**src/hw/rtl/jts_pkg.sv**
```systemverilog
package jts_pkg;

  // Number of vectoring cells in the arctangent chain (8 to 24).
  localparam int ANGLE_STAGES = 16;
  localparam int TABLE_LEN    = 24;
  localparam int STAGE_W      = $clog2(TABLE_LEN);

  // Scaled coordinates: |v| <= 128 * sqrt(2) * 1.65 * 2^16 stays below 2^26.
  localparam int XY_W = 27;
  // Angle accumulator in 2^-16 degree; its magnitude stays below 2^24.
  localparam int Z_W  = 26;

  localparam int ANG_W         = 16;
  localparam int HALF_TURN_Q8  = 46080;
  localparam int QUARTER_Q16   = 90 * 65536;
  localparam int ROUND_Q16     = 128;
  localparam int PULSE_W       = 12;
  localparam int PULSE_MAX     = 4095;
  localparam int CFG_IDX_W     = 3;
  localparam int CFG_DATA_W    = 16;

  typedef enum logic [CFG_IDX_W-1:0] {
    REG_DEAD_ZONE_SQ = 3'd0,
    REG_CENTER_PULSE = 3'd1,
    REG_GAIN_Q8      = 3'd2,
    REG_STOP_PULSE_0 = 3'd3,
    REG_STOP_PULSE_1 = 3'd4,
    REG_STOP_PULSE_2 = 3'd5,
    REG_STOP_PULSE_3 = 3'd6
  } reg_index_t;

  typedef struct packed {
    logic [7:0] joy_x;
    logic [7:0] joy_y;
  } in_word_t;

  typedef struct packed {
    logic               moving;
    logic [PULSE_W-1:0] pulse_0;
    logic [PULSE_W-1:0] pulse_1;
    logic [PULSE_W-1:0] pulse_2;
    logic [PULSE_W-1:0] pulse_3;
  } out_word_t;

  typedef struct packed {
    logic [15:0]             dead_zone_sq;
    logic [PULSE_W-1:0]      center_pulse_us;
    logic [15:0]             gain_q8;
    logic [3:0][PULSE_W-1:0] stop_pulse;
  } cfg_t;

  // Work carried from one cell to the next.
  typedef struct packed {
    logic                  moving;
    logic                  flat;
    logic signed [XY_W-1:0] x;
    logic signed [XY_W-1:0] y;
    logic signed [Z_W-1:0]  z;
  } cell_t;

  // atan(2^-i) in units of 2^-16 degree.
  function automatic logic signed [Z_W-1:0] atan_q16(input logic [STAGE_W-1:0] i);
    logic signed [Z_W-1:0] a;
    unique case (i)
      5'd0:  a = Z_W'(2949120);
      5'd1:  a = Z_W'(1740967);
      5'd2:  a = Z_W'(919879);
      5'd3:  a = Z_W'(466945);
      5'd4:  a = Z_W'(234379);
      5'd5:  a = Z_W'(117305);
      5'd6:  a = Z_W'(58666);
      5'd7:  a = Z_W'(29335);
      5'd8:  a = Z_W'(14668);
      5'd9:  a = Z_W'(7334);
      5'd10: a = Z_W'(3667);
      5'd11: a = Z_W'(1833);
      5'd12: a = Z_W'(917);
      5'd13: a = Z_W'(458);
      5'd14: a = Z_W'(229);
      5'd15: a = Z_W'(115);
      5'd16: a = Z_W'(57);
      5'd17: a = Z_W'(29);
      5'd18: a = Z_W'(14);
      5'd19: a = Z_W'(7);
      5'd20: a = Z_W'(4);
      5'd21: a = Z_W'(2);
      5'd22: a = Z_W'(1);
      default: a = '0;
    endcase
    return a;
  endfunction

endpackage

```
**src/hw/rtl/jts_back.sv**
```systemverilog
module jts_back
  import jts_pkg::*;
(
  input  logic      clk,
  input  logic      rst,
  input  logic      en,
  input  cfg_t      cfg,
  input  logic      in_vld,
  input  cell_t     in_cell,
  output logic      out_vld,
  output out_word_t out_word
);

  logic signed [Z_W-1:0] zr;
  logic signed [Z_W-1:0] zw;
  logic [ANG_W-1:0]      ang_next;
  logic [ANG_W-1:0]      ang;
  logic                  ang_vld, ang_moving;
  logic [31:0]           prod;
  logic                  prod_vld, prod_moving;
  logic [16:0]           sum;
  logic [PULSE_W-1:0]    pulse;
  out_word_t             word_next;

  always_comb begin
    zr = (in_cell.z + Z_W'(ROUND_Q16)) >>> 8;
    if (zr < 0) begin
      zw = zr + Z_W'(HALF_TURN_Q8);
    end else if (zr >= Z_W'(HALF_TURN_Q8)) begin
      zw = zr - Z_W'(HALF_TURN_Q8);
    end else begin
      zw = zr;
    end
    ang_next = in_cell.flat ? '0 : zw[ANG_W-1:0];
  end

  always_comb begin
    sum   = {5'b0, cfg.center_pulse_us} + {1'b0, prod[31:16]};
    pulse = (sum > 17'(PULSE_MAX)) ? PULSE_W'(PULSE_MAX) : sum[PULSE_W-1:0];
    word_next.moving = prod_moving;
    if (prod_moving) begin
      word_next.pulse_0 = pulse;
      word_next.pulse_1 = pulse;
      word_next.pulse_2 = pulse;
      word_next.pulse_3 = pulse;
    end else begin
      word_next.pulse_0 = cfg.stop_pulse[0];
      word_next.pulse_1 = cfg.stop_pulse[1];
      word_next.pulse_2 = cfg.stop_pulse[2];
      word_next.pulse_3 = cfg.stop_pulse[3];
    end
  end

  always_ff @(posedge clk) begin
    if (rst) begin
      ang_vld  <= 1'b0;
      prod_vld <= 1'b0;
      out_vld  <= 1'b0;
    end else if (en) begin
      ang_vld  <= in_vld;
      prod_vld <= ang_vld;
      out_vld  <= prod_vld;
    end
  end

  always_ff @(posedge clk) begin
    if (en) begin
      ang         <= ang_next;
      ang_moving  <= in_cell.moving;
      prod        <= ang * cfg.gain_q8;
      prod_moving <= ang_moving;
      out_word    <= word_next;
    end
  end

endmodule

```
**config.mk**
```make
export PLATFORM = sky130hd
export DESIGN_NAME = jts_back
export DESIGN_NICKNAME = d
export VERILOG_FILES = /design/src/hw/rtl/jts_pkg.sv /design/src/hw/rtl/jts_back.sv
export SDC_FILE = /design/constraint.sdc
export NUM_CORES = 1
export LEC_CHECK = 0
export BUFFER_PORTS_ARGS = -buffer_cell sky130_fd_sc_hd__buf_2
export CAP_MARGIN = 10
export CORE_MARGIN = 10
export CORE_UTILIZATION = 59
export CTS_CLUSTER_DIAMETER = 60
export DETAILED_ROUTE_END_ITERATION = 8
export PLACE_DENSITY = 0.82
export SETUP_SLACK_MARGIN = 0.5
export SYNTH_ARGS = -nofsm -noshare
export SYNTH_HDL_FRONTEND = slang
export SYNTH_SLANG_ARGS = --single-unit
```
**constraint.sdc**
```tcl
create_clock -name clk -period 7.2 [get_ports clk]
set_clock_uncertainty 0.1 [all_clocks]
set_input_delay 0.72 -clock clk [delete_from_list [all_inputs] [get_ports clk]]
set_output_delay 0.72 -clock clk [all_outputs]
set_load 0.05 [all_outputs]
```
; ---- Word-level counts from Yosys, hierarchy flattened
; Index checks and enable logic that the tools add are counted.
[classes]
multipliers = 1
n_addsub = 4
n_bitwise = 0
n_lt_le_gt_ge = 3
reduce_logical = 0
mux = 4
shift = 0
n_div = 0
eq_ne = 0
[op_table]
columns = cell, n
row1 = 48-bit two-way mux, 1
row2 = 16-bit by 16-bit multiplier with 32-bit output, 1
row3 = 16-bit two-way mux, 2
row4 = 26-bit by 9-bit adder with 26-bit output (second input constant), 1
row5 = 18-bit by 17-bit >= comparator with 1-bit output (second input constant), 1
row6 = 18-bit by 1-bit < comparator with 1-bit output (second input constant), 1
row7 = 12-bit by 16-bit adder with 17-bit output, 1
row8 = 17-bit by 12-bit greater-than comparator with 1-bit output (second input constant), 1
row9 = 16-bit adder (second input constant), 1
row10 = 16-bit subtractor (second input constant), 1
row11 = 12-bit two-way mux, 1
[word_totals]
n_memories = 0
latchBits = 0
in_bits = 178
out_inout_bits = 50
mem_bits_rw = 0
reg_bits = 102
wordCells = 24
rom_bits = 0

; ---- Logic depth before layout (Yosys ltp)
[depth]
word_depth = 4
depth_mapped = 23
ltp_nobuf = 22

; ---- Least setup slack after synthesis
; OpenSTA, ideal clock, no wires.
[synth_timing]
kind = input port to flip-flop
startpoint = in cfg[55] (netlist name)
endpoint = reg prod[31], data pin
setup_time_ns = 0.263
required_ns = 6.837
arrival_time_ns = 6.164
stages = 22
path_slack_ns = 0.673
path_buffers = 1
path_cell_list = clkbuf_1 -> nand2_1 -> fa_1 -> inv_1 -> fa_1 -> inv_1 -> fa_1 -> inv_1 -> fa_1 -> fa_1 -> inv_1 -> fa_1 -> inv_1 -> ha_1 -> o211ai_1 -> o21ai_0 -> o211ai_1 -> o31ai_1 -> a21boi_0 -> o31ai_1 -> a311oi_1 -> xnor2_1
[synth_between]
elab_chain_len = 1
[synth_lines]
columns = element, line_no
row1 = start: declaration, jts_back.sv:7  ; input cfg_t cfg,
row2 = 16-bit by 16-bit multiplier with 32-bit output, jts_back.sv:70  ; prod <= ang * cfg.gain_q8;
row3 = end signal: assignment, jts_back.sv:70
row4 = end: declaration, jts_back.sv:19  ; logic [31:0] prod;
; No other way between the ends.
; A chain may end at the register's enable or synchronous reset.

; ---- Worst setup path after layout
[layout_timing]
startpoint = in cfg[54] (netlist name)
endpoint = reg prod[29], data pin
; The elaborated chain is that of the path after synthesis.

==> metrics.yaml <==
synth:
  synth_cells: 1333
  muxShareOfSynthArea: 0.00485
  yosys.area.top_type: "fa_1"
  synth_edf_count: 83
  synth_xor_area_frac: 0.0325
  synth_nets: 1822
  synth_fa_ha_area_frac: 0.423
  yosysSeqAreaShare: 0.202
  synth.ff_latch_count: 86
  synth_top_family_by_area: "adder cells"
  async_reset_ff_frac: 0
  synth.top_cells.by_count: "244 x inv_1, 194 x fa_1, 163 x nand2_1, 121 x and2_1, 117 x ha_1"
  yosys_warnings: 0
  synth_compound_area_frac: 0.0800
  yosysMostFrequentCell: "inv_1"
  netlist_area_um2: 12600
  synthSimpleGateAreaFrac: 0.169
  synth_top_cell_area_share: 0.307
  ys.flop_type: "edfxtp_1"
  yosysUniqueCellTypes: 65
  syn_avg_cell_area_um2: 9.48
  yosys-top-cells-area: "fa_1 31%, edfxtp_1 20%, ha_1 12%"
hold_path:
  hold_start: "ang_moving$_DFFE_PP_"
  hp-class: "flip-flop to flip-flop"
finish:
  nNetsFinal: 1978
  fill_cells: 1624
  layout-drive-gt1-share: 0.152
  area.sequential_um2: 2550
  synthToLayoutAreaGrowth_pct: 12.1
  multi_input_area_um2: 8980
timing:
  period_share: 0.909
  drv_slew: 0
  setup_viol: 0
  timing.fmax_mhz: 153
  layout_min_cycle_time_ns: 6.55
  finalSetupTns_ns: 0
  whs_ns: 0.321
  slew_headroom: 0.235
  worst_slew_pin_slew_ns: 1.15
  rsz0062_at_grt: "no"
  finalHoldViolations: 0
cts:
  h-tree-depth: 3
  cts_tree: "yes"
  insertion_delay_ns: 0.36
  cts_hold_buf: 0
  cts_root_buf: "clkbuf_16"
  cts.sinks: 86
  clockBufferDepth: 2
  cts-buffers-inserted: 9
  path_clk_slew_ns: 0.06
worst_setup_path:
  required_ns: 7.20
  worst-path-max-fanout: 12
  r2r-start: "ang[6]$_SDFFCE_PP0P_"
  worstPathArrival_ns: 6.55
  crit_type: "primary input to flip-flop"
  endpoint_kind: "flip-flop"
  startpoint_type: "primary input"
  cp-startpoint: "cfg[54]"
detailed_routing:
  vias_per_cell: 5.65
  wire_per_inst_um: 17.4
  drt_pass1_iterations: 5
  drc: 0
  vias: 10003
  drt_iter0_drc: 784
  ant_nets: 0
  wl_um: 30700
floorplan:
  rows: 53
  die_w_um: 166
  die_y_um: 166
  fp.dieArea_um2: 27700
  core-area_um2: 21000
  io_pins: 228
  start_util: 0.601
run_status:
  outcome: "finished, final reports clean"
grt:
  grt_pass1_vias: 10282
  grt_max_degree: 87
  grt-ovfl-total: 0
  grt_pass1_wl_um: 50100
  grt_antenna_before_repair: 1
  grt_usage: 0.218
pwr:
  p_leak_nw: 6.81
  cellPowerDensity_nw_per_um2: 520
  finalPower_mw: 7.36
  vdd_ir_drop_max_mv: 0.716
place:
  port_buffers: 150
  hpwl_um: 25100
  gp_congestion: 0.900
run:
  drv_cap: 0
==> registers in the layout (all words and copies together), names as in the netlist <==
name         flops
out_word        49
prod_moving      1
prod_vld         1
ang_moving       1
prod            16
ang_vld          1
ang             16
out_vld          1
==> final timing paths <==
check                                to  cells past startpoint  slack (ns)
setup / recovery     prod[29]$_DFFE_PP_                     21        0.65
setup reg to reg     prod[29]$_DFFE_PP_                     21        0.65
hold / removal    prod_moving$_DFFE_PP_                      0        0.32
hold reg to reg   prod_moving$_DFFE_PP_                      0        0.32
==> metrics by stage <==
stage / utilization / cell area [um2] / worst slack, ns / cells
2_1_floorplan: - / 12600 / 0.673 / 1333
3_3_place_gp: 0.657 / 13800 / 0.205 / 1747
3_5_place_dp: 0.657 / 13800 / 0.149 / 1747
4_1_cts: 0.671 / 14100 / 0.531 / 1763
5_1_grt: 0.674 / 14200 / 0.512 / 1770
6_report: 0.674 / 14200 / 0.652 / 1770
==> cell usage in the layout (no fill, tap or decap), types with 19 or more instances in the layout <==
cell type	Yosys	layout
nor2_1	82	82
nand3_1	19	19
buf_4	1	43
xnor2_1	32	32
a21oi_1	79	78
nand2_1	163	163
buf_2	5	149
inv_1	244	244
and2_1	121	121
fa_1	194	194
ha_1	117	117
edfxtp_1	83	83
==> final cells by class <==
cell class                      count  share of cell area
Tap cell                          275              0.0243
Clock buffer                        9              0.0159
Clock inverter                      7             0.00539
Antenna cell                        1            0.000177
Inverter                          244              0.0647
Multi-Input combinational cell    956               0.634
Sequential cell                    86               0.180
Timing Repair Buffer              192              0.0754
==> metal layers <==
metal | vias to the layer above | track usage | share of wire
met5 | - | 0 | 0
met3 | 69 | 0.0289 | 0.062
met4 | 0 | 0.0764 | 0.027
li1 | 4560 | - | -
met1 | 4965 | 0.268 | 0.39
met2 | 409 | 0.385 | 0.52
==> power breakdown <==
group	switching (mW)	internal (mW)
registers	0.0493	0.881
logic	3.42	2.53
clock network	0.230	0.247
total	3.70	3.66
==> logic make-up after synthesis <==
| group | Yosys count |
|---|---|
| adders and majority gates | 311 |
| AOI/OAI and AO/OA | 160 |
| and+or+nand+nor | 433 |
| buffers and inverters | 291 |
| xor gates and xnor gates | 46 |
| muxes | 6 |
| DFF | 86 |
==> worst max-delay path, stage by stage <==
cell      delay [ns]
buf_2           0.19
and2_1          0.19
fa_1            0.53
inv_1           0.06
fa_1            0.50
fa_1            0.52
inv_1           0.05
fa_1            0.47
fa_1            0.56
inv_1           0.06
fa_1            0.53
inv_1           0.04
ha_1            0.31
o211ai_1        0.10
o21ai_1         0.21
o211ai_1        0.23
o31ai_2         0.37
nand2_1         0.16
o311ai_0        0.41
o211ai_1        0.17
xnor2_1         0.15
==> timing repair <==
item                                    in CTS  in global routing
buffers inserted                             0                  6
pin swaps                                    0                  3
endpoints found under the setup margin       2                  6
gates resized for setup                      1                  4
hold endpoints to repair                     0                  0
(Power assumes the default switching activity.)
