File: config.mk
export PLATFORM = sky130hd
export DESIGN_NAME = jts_front
export DESIGN_NICKNAME = d
export VERILOG_FILES = /design/src/hw/rtl/jts_pkg.sv /design/src/hw/rtl/jts_front.sv
export SDC_FILE = /design/constraint.sdc
export NUM_CORES = 1
export LEC_CHECK = 0
export BUFFER_PORTS_ARGS = -buffer_cell sky130_fd_sc_hd__buf_4
export CORE_UTILIZATION = 50
export CTS_CLUSTER_DIAMETER = 30
export DETAILED_ROUTE_END_ITERATION = 12
export HOLD_SLACK_MARGIN = 0.08
export PLACE_DENSITY = 0.75
export RECOVER_POWER = 100
export SKIP_LAST_GASP = 1
export SYNTH_ARGS = -nofsm -noshare
export SYNTH_HDL_FRONTEND = slang
export SYNTH_SLANG_ARGS = --single-unit
File: constraint.sdc
create_clock -name clk -period 7.4 [get_ports clk]
set_clock_uncertainty 0.2 [all_clocks]
set_input_delay 1.48 -clock clk [delete_from_list [all_inputs] [get_ports clk]]
set_output_delay 1.48 -clock clk [all_outputs]
set_load 0.05 [all_outputs]
File: src/hw/rtl/jts_pkg.sv
package jts_pkg;

  // Number of vectoring cells in the arctangent chain (8 to 24).
  localparam int ANGLE_STAGES = 16;
  localparam int TABLE_LEN    = 24;
  localparam int STAGE_W      = $clog2(TABLE_LEN);

  // Scaled coordinates: |v| <= 128 * sqrt(2) * 1.65 * 2^16 stays below 2^26.
  localparam int XY_W = 27;
  // Angle accumulator in 2^-16 degree; its magnitude stays below 2^24.
  localparam int Z_W  = 26;

  localparam int ANG_W         = 16;
  localparam int HALF_TURN_Q8  = 46080;
  localparam int QUARTER_Q16   = 90 * 65536;
  localparam int ROUND_Q16     = 128;
  localparam int PULSE_W       = 12;
  localparam int PULSE_MAX     = 4095;
  localparam int CFG_IDX_W     = 3;
  localparam int CFG_DATA_W    = 16;

  typedef enum logic [CFG_IDX_W-1:0] {
    REG_DEAD_ZONE_SQ = 3'd0,
    REG_CENTER_PULSE = 3'd1,
    REG_GAIN_Q8      = 3'd2,
    REG_STOP_PULSE_0 = 3'd3,
    REG_STOP_PULSE_1 = 3'd4,
    REG_STOP_PULSE_2 = 3'd5,
    REG_STOP_PULSE_3 = 3'd6
  } reg_index_t;

  typedef struct packed {
    logic [7:0] joy_x;
    logic [7:0] joy_y;
  } in_word_t;

  typedef struct packed {
    logic               moving;
    logic [PULSE_W-1:0] pulse_0;
    logic [PULSE_W-1:0] pulse_1;
    logic [PULSE_W-1:0] pulse_2;
    logic [PULSE_W-1:0] pulse_3;
  } out_word_t;

  typedef struct packed {
    logic [15:0]             dead_zone_sq;
    logic [PULSE_W-1:0]      center_pulse_us;
    logic [15:0]             gain_q8;
    logic [3:0][PULSE_W-1:0] stop_pulse;
  } cfg_t;

  // Work carried from one cell to the next.
  typedef struct packed {
    logic                  moving;
    logic                  flat;
    logic signed [XY_W-1:0] x;
    logic signed [XY_W-1:0] y;
    logic signed [Z_W-1:0]  z;
  } cell_t;

  // atan(2^-i) in units of 2^-16 degree.
  function automatic logic signed [Z_W-1:0] atan_q16(input logic [STAGE_W-1:0] i);
    logic signed [Z_W-1:0] a;
    unique case (i)
      5'd0:  a = Z_W'(2949120);
      5'd1:  a = Z_W'(1740967);
      5'd2:  a = Z_W'(919879);
      5'd3:  a = Z_W'(466945);
      5'd4:  a = Z_W'(234379);
      5'd5:  a = Z_W'(117305);
      5'd6:  a = Z_W'(58666);
      5'd7:  a = Z_W'(29335);
      5'd8:  a = Z_W'(14668);
      5'd9:  a = Z_W'(7334);
      5'd10: a = Z_W'(3667);
      5'd11: a = Z_W'(1833);
      5'd12: a = Z_W'(917);
      5'd13: a = Z_W'(458);
      5'd14: a = Z_W'(229);
      5'd15: a = Z_W'(115);
      5'd16: a = Z_W'(57);
      5'd17: a = Z_W'(29);
      5'd18: a = Z_W'(14);
      5'd19: a = Z_W'(7);
      5'd20: a = Z_W'(4);
      5'd21: a = Z_W'(2);
      5'd22: a = Z_W'(1);
      default: a = '0;
    endcase
    return a;
  endfunction

endpackage

File: src/hw/rtl/jts_front.sv
module jts_front
  import jts_pkg::*;
(
  input  logic     clk,
  input  logic     rst,
  input  logic     en,
  input  logic     in_vld,
  input  in_word_t in_word,
  input  logic [15:0] dead_zone_sq,
  output logic     out_vld,
  output cell_t    out_cell
);

  logic signed [7:0]  dx, dy;
  logic signed [15:0] sqx, sqy;
  logic        [16:0] sq;
  logic signed [8:0]  fx, fy;
  logic signed [XY_W-1:0] sx, sy;
  cell_t cell_next;

  always_comb begin
    // Flipping the top bit centres an unsigned byte on 128.
    dx  = signed'(in_word.joy_x ^ 8'h80);
    dy  = signed'(in_word.joy_y ^ 8'h80);
    sqx = dx * dx;
    sqy = dy * dy;
    sq  = {1'b0, unsigned'(sqx)} + {1'b0, unsigned'(sqy)};

    // Turning by half a circle leaves the folded angle unchanged.
    if (dy < 0) begin
      fx = -{dx[7], dx};
      fy = -{dy[7], dy};
    end else begin
      fx = {dx[7], dx};
      fy = {dy[7], dy};
    end
    sx = XY_W'(fx) <<< 16;
    sy = XY_W'(fy) <<< 16;

    cell_next.moving = sq > {1'b0, dead_zone_sq};
    cell_next.flat   = (dy == 8'sd0);
    if (sx < 0) begin
      cell_next.x = sy;
      cell_next.y = -sx;
      cell_next.z = Z_W'(QUARTER_Q16);
    end else begin
      cell_next.x = sx;
      cell_next.y = sy;
      cell_next.z = '0;
    end
  end

  always_ff @(posedge clk) begin
    if (rst) begin
      out_vld <= 1'b0;
    end else if (en) begin
      out_vld <= in_vld;
    end
  end

  always_ff @(posedge clk) begin
    if (en) begin
      out_cell <= cell_next;
    end
  end

endmodule

* Word level (Yosys, flattened, before mapping) *
Index checks and enable logic that the tools add are counted.

operators by class
  $add $sub $neg = 4
  multiply operators = 2
  magnitude comparators = 3
  mux-type cells = 3
  bitwise logic cells = 2
  reductions and logical operators = 1

operators by type and width
  operator                                              count
  two-way mux 80 bit                                    1
  multiplier 8 x 8 -> 16 bit                            2
  negation 25 -> 27 bit                                 1
  < comparator 25 x 1 -> 1 bit (second input constant)  1
  two-way mux 9 bit                                     2
  negation 9 bit                                        2
  adder 16 x 16 -> 17 bit                               1
  > comparator 17 x 16 -> 1 bit                         1
  zero test 8 bit                                       1
  < comparator 8 x 1 -> 1 bit (second input constant)   1
  inverter 1 bit                                        2

storage, ports and cells
  flip-flop bits (word level) = 83

* Logic depth before layout (Yosys ltp) *
Gate-level depths: netlist of run 1.

  depth after elaboration = 5
  gate-level depth with buffers = 31
  gate-level depth less buffers = 29

* Worst setup path before layout of run 1 *
OpenSTA, ideal clock, no wires.

  kind = input to register
  start point = input in_word[7] (netlist name)
  end point = register out_cell[81] (netlist name), data pin
  setup time = 0.266 ns
  arrival time = 7.514 ns
  required time = 6.934 ns
  path slack = -0.581 ns
  stages = 27
  path buffers = 3
  path through = clkbuf_1 buf_2 buf_1 or2_2 fa_1 inv_1 fa_1 fa_1 inv_1 fa_1 inv_1 ha_1 or3_1 o22a_1 a21oi_1 xnor2_1 ha_1 o21a_1 nor2_1 a31oi_1 or4b_2 nand4b_1 ha_1 a21oi_1 o21ai_0 a21oi_1 o211ai_1

RTL lines
  what                  line             text
  start, declared       jts_front.sv:8   input in_word_t in_word,
  end signal, assigned  jts_front.sv:63  out_cell <= cell_next;
  end, declared         jts_front.sv:11  output cell_t out_cell

==> impl_metrics.csv, run 1 <==
group,metric,value,unit
clock_network,htree_levels,1,
setup_path,startpoint_type,"input pin",
yosys,yosysMostFrequentCell,"inv_1",
timing,slew-limit-headroom,-0.1645,
layout,antenna_cells,0,
setup_path,criticalPathCategory,"input pin to register",
yosys,synth.avg_cell_area,8.671,µm²
clock_network,cts_tree,"yes",
layout,fillerInstances,1124,
yosys,synth_flop_cell,"edfxtp_1",
run,cap_viol_max_count,1,
yosys,netlist_top_cells_area,"fa_1 24%, ha_1 17%, edfxtp_1 9.8%, inv_1 8.9%, xnor2_1 6.9%",
setup_path,rr_startpoint,"out_vld$_SDFFE_PP0P_",
timing,rsz0062_at_grt,"true",
timing,final_hold_viol_count,0,
clock_network,cts.sinks,24,
floorplan,io_pins,119,
setup_path,cp_max_fo,5,
clock_network,clkTransAtPathRegs,0.07,ns
route,vias,5771,
global_route,grt_pass1_vias,5496,
clock_network,cts_max_path_buffers,2,
yosys,synth_edf_count,23,
timing,fin_tns_setup,0,ns
layout,stdcell_area,0.008623,mm²
timing,period_minus_slack,7.305,ns
setup_path,end_kind,"register",
yosys,ys.warnings.count,0,
yosys,netlist_area,0.007067,mm²
route,drc_errors,0,
global_route,track_usage,0.2068,
timing,slew_violations,21,
route,drtIter0Drc,262,
min_path,holdPathStages,2,
status,violations,"capacitance limit, slew limit",
clock_network,insertion_delay,0.26,ns
setup_path,rr_endpoint,"out_vld$_SDFFE_PP0P_",
floorplan,num_rows,43,
global_route,grt_max_degree,25,
timing,fmax,136.9,MHz
route,viasPerCell,4.984,
global_route,antenna_found_initial,0,
setup_path,rrSetupSlack,6.57,ns
yosys,synth_top_area_cell,"fa_1",
setup_path,critical_path.max_stage_delay,0.56,ns
floorplan,initial_core_util,0.5111,
yosys,async_reset_ff_frac,0,
global_route,grt_pass1_wl,24.32,mm
status,status,"finished with violations",
placed_design,placed_area,0.008285,mm²
timing,finalSetupViolations,0,
clock_network,cts_buffers,3,
min_path,hold_end,"out_vld$_SDFFE_PP0P_",
yosys,synth_seq_area_share,0.1006,
setup_path,worstPathRequired,7.20,ns
layout,nets,1194,
placed_design,place.gp.congestion,0.8473,
route,antenna_left,0,
setup_path,crit_start,"in_word[8]",
yosys,syn_inst,815,
timing,period_share,0.9872,
floorplan,fp.dieH,120.9,µm
setup_path,crit_buf_inv,6,
route,totalWireLength,15.27,mm
timing,worst_slew_pin_slew,1.747,ns
placed_design,dpl.cell_count,1143,
route,avgRoutedWirePerCell,13.19,µm
floorplan,core,0.01383,mm²
floorplan,die_w,120.9,µm
layout,drive_gt1_frac,0.2321,
yosys,yosys_register_bits,24,
setup_path,path_delay_family,"adder cells",
layout,syn_to_final_growth,22.03,%
setup_path,critPathSlowestCell,"fa_1",
yosys,yosys-top-cells-count,"167 x inv_1, 94 x ha_1, 85 x fa_1",
min_path,hp-class,"register to register",
layout,final_cells,1158,
clock_network,cts_root_buf,"clkbuf_16",
yosys,yosys.area.top_type_share,0.2408,
setup_path,reg2reg_depth,2,
global_route,overflow,0,
setup_path,worstPathArrival,7.11,ns
floorplan,die_area,0.01461,mm²
min_path,min-delay-start,"out_vld$_SDFFE_PP0P_",
placed_design,port_buffers,64,
yosys,ys_types,56,
placed_design,hpwlAfterDp,12.76,mm
route,drt-pass1-iter-count,5,
## registers in the layout, indices dropped and copies added (netlist names)
register and flops:
out_cell 23, out_vld 1
## worst reg2reg max path: stages (launching register included)
cell     delay, ns
dfxtp_1       0.32
mux2i_1       0.14
nor2_1        0.07
## metrics by stage
stage | utilization | hold WS, ns | setup slack [ns]
after floorplan | - | 0.5326 | -0.06670
after CTS | 0.6077 | 0.3764 | 0.005602
after detailed placement | 0.5992 | 0.3640 | -0.3261
final | 0.6237 | 0.3543 | 0.09482
after global placement | 0.5992 | 0.2884 | -0.1982
after global routing | 0.6237 | 0.3909 | -0.2499
## how the worst max path moves through the flow
| stage | to | slack [ns] | depth (start not counted) |
|---|---|---|---|
| floorplan | out_cell[81]$_DFFE_PP_ | -0.07 | 27 |
| global placement | out_cell[81]$_DFFE_PP_ | -0.20 | 27 |
| detailed placement | out_cell[81]$_DFFE_PP_ | -0.33 | 30 |
| CTS | out_cell[81]$_DFFE_PP_ | 0.006 | 27 |
| global route | out_cell[81]$_DFFE_PP_ | -0.25 | 28 |
| finish | out_cell[81]$_DFFE_PP_ | 0.09 | 28 |
## kinds of logic after synthesis
group,count (synthesis),share of synthesized area
adders and majority gates,179,0.4072
AOI/OAI and AO/OA,105,0.09649
muxes,15,0.02160
DFF,24,0.1006
other,1,0.0005307
xor gates and xnor gates,70,0.08676
and+or+nand+nor,170,0.1195
buffers and inverters,251,0.1673
## metal layers
metal  wire length (µm)  up-vias  GRT usage  part of all wire
met3                781       35    0.01316             0.051
met4                468        0    0.04707             0.031
met1               6284     2768     0.2643              0.41
met5                  0        -          0                 0
met2               7735      172     0.3796              0.51
li1                   -     2796          -                 -
## layout make-up
type	count	area [µm²]	share of cell area
Clock buffer	3	75.07	0.008706
Clock inverter	1	30.03	0.003482
Inverter	171	655.6	0.07603
Multi-Input combinational cell	597	5654	0.6557
Sequential cell	24	710.7	0.08241
Tap cell	180	225.2	0.02612
Timing Repair Buffer	182	1272	0.1476
## cells in the final DEF (no fill, tap or decap), drive strengths merged, types with 8 or more instances in the layout
cell and instances:
fa 85, inv 168, a21o 14, edfxtp 23
conb 58, nor2b 8, a21oi 37, mux2i 13
o21ai 14, nor2 54, buf 151, ha 94
xnor2 56, clkbuf 34, and2 21, nand2 35
nor3 9, xor2 14
## timing repair
| item | 4_1_cts | 5_1_grt |
|---|---|---|
| endpoints found under the hold margin | 0 | 0 |
| pin swaps | 3 | 48 |
| buffers inserted | 1 | 10 |
| gates resized for setup | 4 | 63 |
| endpoints found under the setup margin | 1 | 1 |
| hold buffers | 0 | 0 |
Power of run 1 is left out: the tool's default activity adds up to more than one toggle a clock period on the data nets, which glitch-free logic cannot reach.
==> run 2: changes to the inputs <==
- ABC_AREA: unset -> 1
==> run 2 against run 1 <==
Net effect:
- the run still ends with capacitance limit, slew limit left
- first-iteration DRC count increased by 47%
- final cell count increased by 12%
- design area decreased by 2.1%
- non-clock buffer count decreased by 42
- sequential share of layout area increased by 0.18 points
- register-to-register slack improved by 0.04 ns
- synthesized cell count increased by 22%
- synthesized area increased by 5.3%
- utilization decreased by 4.3 points
==> impl_metrics.csv, run 2 <==
group,metric,value,unit
setup_path,reg2reg_depth,2,
placed_design,place.gp.congestion,0.9071,
clock_network,clkTransAtPathRegs,0.07,ns
clock_network,cts_buffers,3,
timing,period_share,0.9673,
layout,drive_gt1_frac,0.1425,
setup_path,cp_max_fo,7,
timing,slew-limit-headroom,-0.2343,
setup_path,startpoint_type,"input pin",
setup_path,path_delay_family,"adder cells",
global_route,grt_pass1_vias,5943,
floorplan,core,0.01453,mm²
floorplan,die_area,0.01537,mm²
timing,period_minus_slack,7.158,ns
placed_design,place_ws,-0.1196,ns
global_route,overflow,0,
global_route,antenna_found_initial,0,
setup_path,cp_num_cells,31,
yosys,yosys_register_bits,24,
floorplan,die_w,124.0,µm
timing,worst_slew_pin_slew,1.832,ns
global_route,grt_pass1_wl,26.29,mm
route,totalWireLength,16.14,mm
layout,nets,1325,
timing,slew_violations,21,
setup_path,critical_path.max_stage_delay,0.58,ns
setup_path,rr_startpoint,"out_vld$_SDFFE_PP0P_",
yosys,async_reset_ff_frac,0,
clock_network,cts_root_buf,"clkbuf_16",
yosys,ys.warnings.count,0,
run,cap_viol_max_count,1,
setup_path,crit_buf_inv,6,
setup_path,rrSetupSlack,6.61,ns
clock_network,insertion_delay,0.25,ns
layout,layout_commonest_cell,"inv_1",
setup_path,crit_start,"in_word[2]",
floorplan,initial_core_util,0.5119,
route,avgRoutedWirePerCell,12.48,µm
yosys,yosys-top-cells-count,"229 x inv_1, 184 x nand2_1, 94 x ha_1",
yosys,synth_flop_cell,"edfxtp_1",
layout,reg_top3,"out_cell: 23 flops, out_vld: 1 flops",
route,drc_errors,0,
clock_network,cts_tree,"yes",
clock_network,cts_max_path_buffers,2,
floorplan,fp.dieH,124.0,µm
timing,timing.hold.ws,0.2977,ns
route,vias,6187,
yosys,netlist_area,0.007440,mm²
layout,final_cell_mix,"230 x inv_1, 182 x nand2_1, 108 x buf_4",
setup_path,criticalPathCategory,"input pin to register",
layout,postLayoutCoreUtil,0.5808,
yosys,synth_edf_count,23,
yosys,synth.avg_cell_area,7.507,µm²
layout,syn_to_final_growth,13.47,%
status,violations,"capacitance limit, slew limit",
placed_design,placed_area,0.008308,mm²
setup_path,crit_path_end,"out_cell[81]$_DFFE_PP_",
placed_design,port_buffers,64,
min_path,hp-class,"register to register",
global_route,track_usage,0.2155,
timing,finalSetupViolations,0,
setup_path,cpMostUsedCell,"nand2_1",
placed_design,hpwlAfterDp,13.77,mm
clock_network,cts.sinks,24,
route,antenna_left,0,
yosys,syn_inst,991,
layout,largest_register_ffs,23,
route,viasPerCell,4.785,
yosys,netlist_top_cells_area,"fa_1 23%, ha_1 16%, inv_1 12%, edfxtp_1 9.3%, nand2_1 9.3%",
layout,antenna_cells,0,
global_route,grt_max_degree,25,
timing,final_hold_viol_count,0,
route,drt-pass1-iter-count,7,
setup_path,worstPathRequired,7.22,ns
setup_path,end_kind,"register",
yosys,yosys.area.top_type_share,0.2287,
clock_network,htree_levels,1,
setup_path,rr_endpoint,"out_vld$_SDFFE_PP0P_",
timing,setup_slack,0.2417,ns
yosys,ys_types,40,
route,drtIter0Drc,384,
yosys,synth_seq_area_share,0.09553,
status,status,"finished with violations",
layout,stdcell_area,0.008442,mm²
setup_path,worstPathArrival,6.98,ns
setup_path,critPathSlowestCell,"fa_1",
floorplan,io_pins,119,
yosys,yosysMostFrequentCell,"inv_1",
layout,regMostFlops,"out_cell",
floorplan,num_rows,44,
timing,fmax,139.7,MHz
yosys,synth_top_area_cell,"fa_1",
==> run 2: logic make-up (layout without fill, tap and decap cells) <==
logic type	Yosys count	after routing	synth area share
buf+inv	320	381	0.2022
simple gates	317	317	0.1756
fa+ha+maj	179	179	0.3868
compound gates	93	93	0.07215
xor+xnor	56	56	0.06593
flops	24	24	0.09553
other cells	1	58	0.0005041
mux	1	1	0.001345
==> run 2: how the worst min path moves through the flow <==
stage,startpoint,endpoint,slack (ns),cells past startpoint
floorplan,out_vld$_SDFFE_PP0P_,out_vld$_SDFFE_PP0P_,0.53,2
global placement,out_vld$_SDFFE_PP0P_,out_vld$_SDFFE_PP0P_,0.28,2
detailed placement,out_vld$_SDFFE_PP0P_,out_vld$_SDFFE_PP0P_,0.29,2
CTS,out_vld$_SDFFE_PP0P_,out_vld$_SDFFE_PP0P_,0.31,2
global route,out_vld$_SDFFE_PP0P_,out_vld$_SDFFE_PP0P_,0.34,2
finish,out_vld$_SDFFE_PP0P_,out_vld$_SDFFE_PP0P_,0.30,2
==> run 2: metrics by stage <==
stage | TNS (ns) | instances
global placement | -0.02940 | 1287
global route | -0.02836 | 1293
detailed placement | -0.1196 | 1287
floorplan | 0 | 1048
CTS | 0 | 1291
finish | 0 | 1293
==> run 2: timing repair <==
| action | 4_1_cts | 5_1_grt |
|---|---|---|
| hold buffers | 0 | 0 |
| endpoints found under the hold margin | 0 | 0 |
| gates resized for setup | 0 | 40 |
| buffers inserted | 0 | 2 |
| setup endpoints to repair | 0 | 1 |
==> run 2: cell type report <==
type                            instances  area [µm²]
Fill cell                            1306        6092
Tap cell                              184       230.2
Timing Repair Buffer                  140       930.9
Sequential cell                        24       710.7
Clock buffer                            4       88.84
Inverter                              237       892.1
Multi-Input combinational cell        704        5589
==> run 2: worst min-delay path: cells and delay by family (launching register included) <==
kind	cells	cell delay (ns)
flops	1	0.32
simple gates	1	0.08
mux	1	0.06
==> run 2: layer usage <==
metal	wire length (µm)	vias to the layer above	track usage
li1	-	3127	-
met1	7376	2837	0.2970
met2	7477	191	0.3587
met3	887	32	0.02015
met4	400	0	0.06324
met5	0	-	0
Power of run 2 is left out for the same reason.
==> run 3: changes to the inputs <==
- BUFFER_PORTS_ARGS: -buffer_cell sky130_fd_sc_hd__buf_4 -> unset
- DONT_BUFFER_PORTS: unset -> 1
- PLACE_DENSITY: 0.75 -> 0.68
==> run 3 against run 2 <==
Net effect:
- the run still ends with capacitance limit, slew limit left
- first-iteration DRC count is 12% lower
- utilization is 6.8 points lower
- design area is 12% lower
- non-clock buffer count is 126 lower
- worst setup slack better by 0.15 ns
- register-to-register slack worse by 0.34 ns
- final cell count is 9.7% lower
- fmax is 2.1% higher
- via count is 6.4% lower
- hold slack better by 0.27 ns
==> impl_metrics.csv, run 3 (synthesis gave the netlist of run 2 again) <==
group,metric,value,unit
setup_path,cp_max_fo,11,
floorplan,num_rows,44,
clock_network,clkTransAtPathRegs,0.07,ns
status,violations,"capacitance limit, slew limit",
clock_network,cts_tree,"yes",
global_route,grt_pass1_wl,25.58,mm
setup_path,startpoint_type,"input pin",
global_route,antenna_found_initial,0,
layout,largest_register_ffs,23,
layout,stdcell_area,0.007458,mm²
floorplan,die_area,0.01537,mm²
floorplan,core,0.01453,mm²
timing,rsz0062_at_grt,"false",
placed_design,place_ws,-0.02595,ns
layout,antenna_cells,0,
setup_path,cpMostUsedCell,"inv_1",
clock_network,cts_max_path_buffers,2,
layout,nets,1199,
global_route,grt_pass1_vias,5498,
placed_design,place.gp.congestion,0.9053,
route,drc_errors,0,
placed_design,port_buffers,0,
clock_network,post_cts_buffers,0,
layout,fillerInstances,1430,
global_route,overflow,0,
run,cap_viol_max_count,2,
min_path,hp-class,"register to register",
global_route,track_usage,0.2102,
timing,finalSetupViolations,0,
clock_network,insertion_delay,0.25,ns
layout,syn_to_final_growth,0.2522,%
floorplan,die_w,124.0,µm
floorplan,initial_core_util,0.5119,
layout,regMostFlops,"out_cell",
layout,reg_top3,"out_cell: 23 flops, out_vld: 1 flops",
route,viasPerCell,4.963,
clock_network,cts.sinks,24,
placed_design,hpwlAfterDp,13.17,mm
setup_path,worstPathRequired,7.23,ns
floorplan,fp.dieH,124.0,µm
setup_path,worstPathArrival,6.84,ns
status,status,"finished with violations",
setup_path,critical_path.max_stage_delay,0.56,ns
setup_path,crit_start,"in_word[11]",
global_route,grt_max_degree,25,
placed_design,dpl.cell_count,1163,
timing,slew_violations,2,
layout,drive_gt1_frac,0.03662,
route,drt-pass1-iter-count,5,
clock_network,cts_buffers,3,
setup_path,rr_startpoint,"out_vld$_SDFFE_PP0P_",
route,totalWireLength,15.05,mm
route,avgRoutedWirePerCell,12.90,µm
timing,setup_slack,0.3917,ns
timing,slew-limit-headroom,-0.1561,
timing,worst_slew_pin_slew,1.742,ns
layout,layout_commonest_cell,"inv_1",
setup_path,end_kind,"register",
layout,final_cells,1167,
timing,period_share,0.9471,
floorplan,io_pins,119,
layout,final_cell_mix,"230 x inv_1, 184 x nand2_1, 93 x ha_1",
clock_network,htree_levels,1,
route,antenna_left,0,
route,vias,5792,
layout,postLayoutCoreUtil,0.5132,
placed_design,placed_area,0.007390,mm²
min_path,min-delay-start,"out_vld$_SDFFE_PP0P_",
setup_path,critPathSlowestCell,"fa_1",
clock_network,cts_root_buf,"clkbuf_16",
timing,final_hold_viol_count,0,
timing,fmax,142.7,MHz
route,drtIter0Drc,338,
timing,period_minus_slack,7.008,ns
setup_path,criticalPathCategory,"input pin to register",
run 3: routing by layer:
layer / global-route usage / up-vias / part of all wire
li1: - / 2891 / -
met1: 0.2900 / 2668 / 0.46
met2: 0.3538 / 200 / 0.46
met3: 0.02656 / 33 / 0.059
met4: 0.04018 / 0 / 0.021
met5: 0 / - / 0
run 3: critical path: cells and delay by family:
kind,cells,cell delay (ns)
AOI/OAI and AO/OA,2,0.32
xor gates and xnor gates,2,0.38
adders and majority gates,7,3.02
buffers and inverters,7,0.46
and+or+nand+nor,10,1.19
run 3: layout make-up:
type,instances,area (µm²),area share
multi-input combinational,704,5461,0.7323
inverter,237,890.9,0.1194
sequential,24,710.7,0.09529
clock buffer,4,78.83,0.01057
tap,184,230.2,0.03087
timing repair buffer,14,86.33,0.01158
run 3: final timing paths:
check,endpoint,slack [ns],cells past startpoint
worst max-delay path,out_cell[81]$_DFFE_PP_,0.39,28
worst min register to register,out_vld$_SDFFE_PP0P_,0.56,2
worst min-delay path,out_vld$_SDFFE_PP0P_,0.56,2
worst max register to register,out_vld$_SDFFE_PP0P_,6.27,2
run 3: what timing repair did:
item | in CTS | in global routing
hold buffers | 0 | 0
setup endpoints to repair | 0 | 1
gates resized for setup | 0 | 11
run 3: per-stage QoR:
step	setup TNS (ns)	hold WS, ns
floorplan	0	0.5326
global placement	-0.01520	0.5463
detailed placement	-0.02595	0.5616
CTS	0	0.5650
global route	0	0.6236
finish	0	0.5630
Power of run 3 is left out for the same reason.
